==> config.mk <==
export PLATFORM = sky130hd
export DESIGN_NAME = nrtbs_div
export DESIGN_NICKNAME = d
export VERILOG_FILES = /design/src/hw/rtl/nrtbs_div.sv
export SDC_FILE = /design/constraint.sdc
export NUM_CORES = 1
export LEC_CHECK = 0
export ABC_AREA = 1
export BUFFER_PORTS_ARGS = -buffer_cell sky130_fd_sc_hd__buf_4
export CORE_MARGIN = 3
export CORE_UTILIZATION = 45
export CTS_BUF_LIST = sky130_fd_sc_hd__clkbuf_4 sky130_fd_sc_hd__clkbuf_8
export CTS_CLUSTER_SIZE = 16
export DETAILED_ROUTE_END_ITERATION = 8
export GPL_ROUTABILITY_DRIVEN = 0
export GPL_TIMING_DRIVEN = 0
export SLEW_MARGIN = 30
export SYNTH_ARGS = -nofsm -noshare
export SYNTH_HDL_FRONTEND = slang
export SYNTH_SLANG_ARGS = --single-unit
==> constraint.sdc <==
create_clock -name clk -period 3.4 [get_ports clk]
set_input_delay 0.51 -clock clk [delete_from_list [all_inputs] [get_ports clk]]
set_output_delay 0.51 -clock clk [all_outputs]
set_load 0.01 [all_outputs]
==> src/hw/rtl/nrtbs_div.sv <==
`timescale 1ns / 1ps
`default_nettype none

// Pipelined restoring divider, one quotient bit per stage.
// Quotient must fit in Q_W bits. Tag rides along with the operands.
module nrtbs_div #(
  parameter int NUM_W = 26,
  parameter int DEN_W = 14,
  parameter int Q_W   = 14,
  parameter int TAG_W = 8
) (
  input  wire logic             clk,
  input  wire logic             rst_n,
  input  wire logic             en,
  input  wire logic             in_vld,
  input  wire logic [NUM_W-1:0] num,
  input  wire logic [DEN_W-1:0] den,
  input  wire logic [TAG_W-1:0] in_tag,
  output logic                  out_vld,
  output logic [Q_W-1:0]        quo,
  output logic [TAG_W-1:0]      out_tag
);

  localparam int W = (NUM_W > DEN_W + Q_W) ? NUM_W : DEN_W + Q_W;

  logic             vld_r [0:Q_W-1];
  logic [W-1:0]     rem_r [0:Q_W-2];
  logic [DEN_W-1:0] den_r [0:Q_W-1];
  logic [Q_W-1:0]   quo_r [0:Q_W-1];
  logic [TAG_W-1:0] tag_r [0:Q_W-1];

  for (genvar i = 0; i < Q_W; i++) begin : g_st
    logic             vld_in;
    logic [W-1:0]     rem_in;
    logic [DEN_W-1:0] den_in;
    logic [Q_W-1:0]   quo_in;
    logic [TAG_W-1:0] tag_in;
    logic [W-1:0]     sub;
    logic [W-1:0]     rem_nxt;
    logic [Q_W-1:0]   quo_nxt;

    if (i == 0) begin : g_first
      assign vld_in = in_vld;
      assign rem_in = W'(num);
      assign den_in = den;
      assign quo_in = '0;
      assign tag_in = in_tag;
    end else begin : g_next
      assign vld_in = vld_r[i-1];
      assign rem_in = rem_r[i-1];
      assign den_in = den_r[i-1];
      assign quo_in = quo_r[i-1];
      assign tag_in = tag_r[i-1];
    end

    assign sub = W'(den_in) << (Q_W - 1 - i);

    // trial subtract for this quotient bit
    always_comb begin
      if (rem_in >= sub) begin
        rem_nxt = rem_in - sub;
        quo_nxt = quo_in | (Q_W'(1) << (Q_W - 1 - i));
      end else begin
        rem_nxt = rem_in;
        quo_nxt = quo_in;
      end
    end

    always_ff @(posedge clk) begin
      if (!rst_n) begin
        vld_r[i] <= 1'b0;
      end else if (en) begin
        vld_r[i] <= vld_in;
      end
    end

    always_ff @(posedge clk) begin
      if (en) begin
        den_r[i] <= den_in;
        quo_r[i] <= quo_nxt;
        tag_r[i] <= tag_in;
      end
    end

    if (i < Q_W - 1) begin : g_rem
      always_ff @(posedge clk) begin
        if (en) begin
          rem_r[i] <= rem_nxt;
        end
      end
    end
  end

  assign out_vld = vld_r[Q_W-1];
  assign quo     = quo_r[Q_W-1];
  assign out_tag = tag_r[Q_W-1];

endmodule

`default_nettype wire

**Word-level counts from Yosys, hierarchy flattened**

Memory sizes are Yosys's and may differ from the RTL's.
Index checks and enable logic that the tools add are counted.

- RAM bits: 882
- Memories: 5
- Bits of input ports: 52
- Logic and storage cells: 92
- Register bits: 0
- Output and inout port bits: 23

- Add/sub/neg operators: 13
- Mux-type cells: 46
- Magnitude comparators: 14
- Bitwise logic cells: 14

Memory list:

| memory | depth | width | rd ports | clocked after Yosys merged registers in | write ports | RTL line | source |
|---|---|---|---|---|---|---|---|
| rem_r | 13 | 28 | 13 | 0 | 13 | 27 | `logic [W-1:0] rem_r [0:Q_W-2];` |
| den_r | 14 | 14 | 13 | 0 | 14 | 28 | `logic [DEN_W-1:0] den_r [0:Q_W-1];` |
| quo_r | 14 | 14 | 14 | 0 | 14 | 29 | `logic [Q_W-1:0] quo_r [0:Q_W-1];` |
| tag_r | 14 | 8 | 14 | 0 | 14 | 30 | `logic [TAG_W-1:0] tag_r [0:Q_W-1];` |
| vld_r | 14 | 1 | 14 | 0 | 14 | 26 | `logic vld_r [0:Q_W-1];` |

Operators with widths:

| operator | number |
|---|---|
| 28-bit two-way mux | 13 |
| 28-bit by 14-bit greater-or-equal comparator with 1-bit output | 1 |
| 28-bit by 15-bit greater-or-equal comparator with 1-bit output | 1 |
| 28-bit by 16-bit greater-or-equal comparator with 1-bit output | 1 |
| 28-bit by 17-bit greater-or-equal comparator with 1-bit output | 1 |
| 28-bit by 18-bit greater-or-equal comparator with 1-bit output | 1 |
| 28-bit by 19-bit greater-or-equal comparator with 1-bit output | 1 |
| 28-bit by 20-bit greater-or-equal comparator with 1-bit output | 1 |
| 28-bit by 21-bit greater-or-equal comparator with 1-bit output | 1 |
| 28-bit by 22-bit greater-or-equal comparator with 1-bit output | 1 |
| 28-bit by 23-bit greater-or-equal comparator with 1-bit output | 1 |
| 28-bit by 24-bit greater-or-equal comparator with 1-bit output | 1 |
| 28-bit by 25-bit greater-or-equal comparator with 1-bit output | 1 |
| 28-bit by 26-bit greater-or-equal comparator with 1-bit output | 1 |
| 26-bit by 27-bit subtractor with 28-bit output | 1 |
| 28-bit by 15-bit subtractor with 28-bit output | 1 |
| 28-bit by 16-bit subtractor with 28-bit output | 1 |
| 28-bit by 17-bit subtractor with 28-bit output | 1 |
| 28-bit by 18-bit subtractor with 28-bit output | 1 |
| 28-bit by 19-bit subtractor with 28-bit output | 1 |
| 28-bit by 20-bit subtractor with 28-bit output | 1 |
| 28-bit by 21-bit subtractor with 28-bit output | 1 |
| 28-bit by 22-bit subtractor with 28-bit output | 1 |
| 28-bit by 23-bit subtractor with 28-bit output | 1 |
| 19 further kinds | 51 |

**Logic depth before layout (Yosys ltp)**

- Depth in word-level cells: 4
- Depth in mapped cells: 15
- Mapped depth without buffers: 14

**Worst setup path after synthesis**

Ideal clock, no wire load.

- Path kind: reg-to-reg
- Start: memory rem_r[1][10] in the netlist's numbering
- End: memory rem_r[1][55] in the netlist's numbering, data pin
- Setup time: 0.256 ns
- Stages on the path, launching flop included: 14
- Path slack: 1.273 ns
- Arrival: 1.871 ns
- Buffers on the path: 1
- Clock period less this slack: 2.127 ns
- Data required time: 3.144 ns
- Path through: edfxtp_1 > inv_1 > ha_1 > inv_1 > fa_1 > nand3_1 > nand2_2 > nand3_1 > nand2_1 > nand2_2 > nand2_2 > nor2_4 > buf_6 > a21oi_1

RTL lines:

| element | RTL line |
|---|---|
| start: declaration | 27 |

==> summary.md <==
| Metric | Value |
|---|---|
| Outcome | `finished clean` |
| Reported net switching power | `approximately 13 mW` |
| Maximum buffer depth of the clock tree | `3` |
| Ranking of synthesized cells by instance count | `1711 x sky130_fd_sc_hd__nand2_1, 853 x sky130_fd_sc_hd__inv_1, 776 x sky130_fd_sc_hd__edfxtp_1` |
| Maximum number of pins on one net before global-route repair | `132` |
| Drt first-iter violations | `between 2000 and 2500` |
| Arrival @ worst endpoint | `~3400 ps` |
| CTS tree | `built` |
| Biggest area contributors in the synthesized netlist | `sky130_fd_sc_hd__edfxtp_1 54%, sky130_fd_sc_hd__nand2_1 15%, sky130_fd_sc_hd__inv_1 7.4%, sky130_fd_sc_hd__ha_1 5.6%, sky130_fd_sc_hd__nor2_1 4.0%` |
| Library cell occupying the most area in the post-synthesis netlist | `sky130_fd_sc_hd__edfxtp_1` |
| Lkg Pwr | `~22 nW` |
| First-pass detailed-route iteration total | `7` |
| Placement Setup Slack | `300.6 ps` |
| CTS sink cnt | `approximately 800` |
| Die ar. | `~0.10 mm²` |
| Kind of critical path | `flip-flop to flip-flop` |
| Final-layout fill cell count | `8894` |
| Dominant register cell in the synthesized netlist | `sky130_fd_sc_hd__edfxtp_1` |
| Final hold violation count | `0` |
| Tcrit/Tclk final | `between 80 and 90%` |
| Buffers added on ports | `74` |
| Upper clock frequency limit | `352.5 MHz` |
| Global-route congestion overflow total | `0` |
| Number of enable flip-flop cells after synthesis | `slightly below 800` |
| Final critical path time including I/O delays and setup | `2836 ps` |
| Setup crit start kind | `flip-flop` |
| Power density over cell area | `between 700 and 800 mW/mm²` |
| Overall routing resource usage | `20.90%` |
| Count of maximum capacitance violations | `0` |
| DRC viols | `0` |
| Vias in the first global route | `30790` |
| Initial cell density of the core | `between 40% and 50%` |
| Synthesized Nets | `5212` |
| Ratio of routed vias to standard cells | `4.900` |
| Top-count cell post-synth | `sky130_fd_sc_hd__nand2_1` |
| WL/cell | `15.73 µm` |
| Portion of synthesized cell area occupied by the leading cell type | `53.85%` |
| Initial antenna violation count | `2` |
| Worst setup slack after layout | `563.5 ps` |
| Proportion of power drawn by the clock network | `24.9%` |
| Kind of path behind the tightest hold check | `input pin to flip-flop` |
| Post-synthesis sequential element count | `777` |
| Part of the Yosys area used for sequential elements | `53.90%` |
| Critical Path Fanout Max | `7` |
| Clock insertion delay at the later pin of the skew report | `830 ps` |
| Layout Cell Area excl Fill | `0.04877 mm²` |
| Synthesis warning total | `0` |
| Boundary pin count | `75` |
| Placeable core region | `0.09515 mm²` |
| Clock-pin transition on the worst setup and hold timing paths | `60 ps` |
| Post-CTS setup repair buffer count | `0` |
| Clock Root Buffer | `sky130_fd_sc_hd__clkbuf_8` |
| Number of buffers created by CTS | `139` |
| Cell count after synthesis | `4952` |
| Internal Pwr Total | `21.36 mW` |
| Kind of end point of the critical path | `flip-flop` |
| Sw Ratio | `37.65%` |
| First-pass GRT wire length | `about 160 mm` |
| H-tree levels | `4` |
| Fraction of registers with async set/reset | `0%` |
| Final net count | `5479` |
| Antenna Nets Post-Route | `0` |
| Data required, critical path | `slightly below 4000 ps` |
| Standard cell area after detailed placement | `0.04561 mm²` |
| Number of distinct library cell variants in the gate-level netlist after synthesis | `49` |
| Netlist area before placement | `0.04327 mm²` |
| Slew headroom | `51.53%` |
| Post-detail-place hpwl | `79.31 mm` |
| Final-report setup violation count | `0` |
| Area overhead of the layout relative to synthesis | `12.71%` |
| Relative contribution of combinational cells to total power | `between 30 and 40%` |
| Final max-slew violation count | `0` |
| Portion of total power attributed to sequential cells | `about two fifths` |
| Worst-case clock skew | `40.55 ps` |
| Total via count in the routed design | `around 32000` |
| Slew at the pin closest to its max-slew limit | `727.1 ps` |
| Fraction of layout instances using a drive strength above 1 | `8.365%` |
| Number of rows created at floorplan | `113` |
| Unrepaired setup endpoints after global routing | `no` |
| Die X | `316.1 µm` |
| Final Routed Wirelength | `103.6 mm` |
| Average cell area after synthesis | `approximately 9 µm²` |
| Chip height | `316.1 µm` |
| Worst-case vdd ir drop | `363.2 µV` |
## through the flow
step | util (%) | hold slack [ps] | power, mW | TNS (ps) | instances
floorplan | - | 400.3 | 22.15 | 0 | 4952
detailed placement | 47.94 | 404.5 | 25.61 | 0 | 6298
global route | 51.25 | 48.33 | 36.87 | 0 | 6586
CTS | 51.25 | 4.133 | 34.47 | 0 | 6585
finish | 51.25 | 103.4 | 34.26 | 0 | 6586
global placement | 47.72 | 400.6 | 25.61 | -3642990 | 6291
## state kept, by name (all words and copies together), names as in the netlist
register / flops
rem_r: 364
tag_r: 112
vld_r: 14
den_r: 182
quo_r: 105
## worst paths after layout
check	start	to	slack (ps)	cells past startpoint
max	rem_r[3][6]	rem_r[3][46]	560	14
max reg2reg	rem_r[3][6]	rem_r[3][46]	560	14
min reg2reg	tag_r[0][37]	tag_r[0][45]	390	0
min	num[24]	rem_r[0][24]	100	3
## cells in the final DEF, fill, tap and decap left out, types with 13 or more instances in the layout
cell type and instances:
sky130_fd_sc_hd__a21oi_1 151, sky130_fd_sc_hd__a21oi_2 21, sky130_fd_sc_hd__buf_2 13, sky130_fd_sc_hd__buf_4 77, sky130_fd_sc_hd__buf_6 20, sky130_fd_sc_hd__clkbuf_4 33
sky130_fd_sc_hd__clkbuf_8 140, sky130_fd_sc_hd__clkinv_1 36, sky130_fd_sc_hd__dlygate4sd3_1 45, sky130_fd_sc_hd__edfxtp_1 776, sky130_fd_sc_hd__fa_1 13, sky130_fd_sc_hd__ha_1 195
sky130_fd_sc_hd__inv_1 853, sky130_fd_sc_hd__nand2_1 1711, sky130_fd_sc_hd__nand2_2 14, sky130_fd_sc_hd__nand3_1 293, sky130_fd_sc_hd__nand3b_1 37, sky130_fd_sc_hd__nand4_1 69
sky130_fd_sc_hd__nor2_1 456, sky130_fd_sc_hd__nor2_2 15, sky130_fd_sc_hd__nor3_1 22, sky130_fd_sc_hd__o21ai_0 76, sky130_fd_sc_hd__o21ai_2 25, sky130_fd_sc_hd__xnor2_1 40
sky130_fd_sc_hd__xor2_1 64
## kinds of logic after synthesis
| family | Yosys count | share of synthesized area (%) |
|---|---|---|
| and+or+nand+nor | 2663 | 25.47 |
| AOI/OAI and AO/OA | 297 | 4.016 |
| adders and majority gates | 208 | 6.240 |
| buffers and inverters | 903 | 8.264 |
| DFF | 777 | 53.90 |
| xor gates and xnor gates | 104 | 2.105 |
## worst max-delay path: stages, from the launching register on
cell,delay [ps]
sky130_fd_sc_hd__edfxtp_1,480
sky130_fd_sc_hd__inv_1,100
sky130_fd_sc_hd__ha_1,150
sky130_fd_sc_hd__inv_1,100
sky130_fd_sc_hd__fa_1,440
sky130_fd_sc_hd__nand3_1,120
sky130_fd_sc_hd__nor2_1,80
sky130_fd_sc_hd__inv_1,80
sky130_fd_sc_hd__nand3_1,140
sky130_fd_sc_hd__nand2_1,120
sky130_fd_sc_hd__nand2_1,80
sky130_fd_sc_hd__nor2_2,150
sky130_fd_sc_hd__inv_1,230
sky130_fd_sc_hd__nand2_1,120
sky130_fd_sc_hd__nand2_1,130
## cell type report
class / count / area [µm²] / share of cell area, %
Timing Repair Buffer: 126 / 1211 / 2.483
Multi-Input combinational cell: 3272 / 16370 / 33.57
Buffer: 38 / 324.1 / 0.6645
Antenna cell: 1 / 2.502 / 0.005131
Clock inverter: 69 / 528.0 / 1.083
Tap cell: 1265 / 1583 / 3.245
Sequential cell: 777 / 23320 / 47.82
Clock buffer: 173 / 2175 / 4.459
Inverter: 865 / 3252 / 6.668
## power groups by stage
stage | clock, mW | sequential [mW] | combinational [mW]
final | 8.55 | 13.9 | 11.9
after global routing | 9.36 | 14.0 | 13.5
after CTS | 8.90 | 13.8 | 11.7
after detailed placement | 0 | 14.0 | 11.6
after global placement | 0 | 14.1 | 11.5
after floorplan | 0 | 13.4 | 8.73
## timing repair
action | 4_1_cts | 5_1_grt
endpoints found under the hold margin | 48 | 0
hold buffers | 45 | 0
gates resized for setup | 0 | 0
## routing by layer
layer,track usage [%],wire [µm],share of wire (%)
met5,0,0,0
met4,7.533,3070,3.0
met3,3.595,5948,5.7
met2,31.82,44420,43
met1,30.14,50190,48
(Power assumes the default switching activity.)
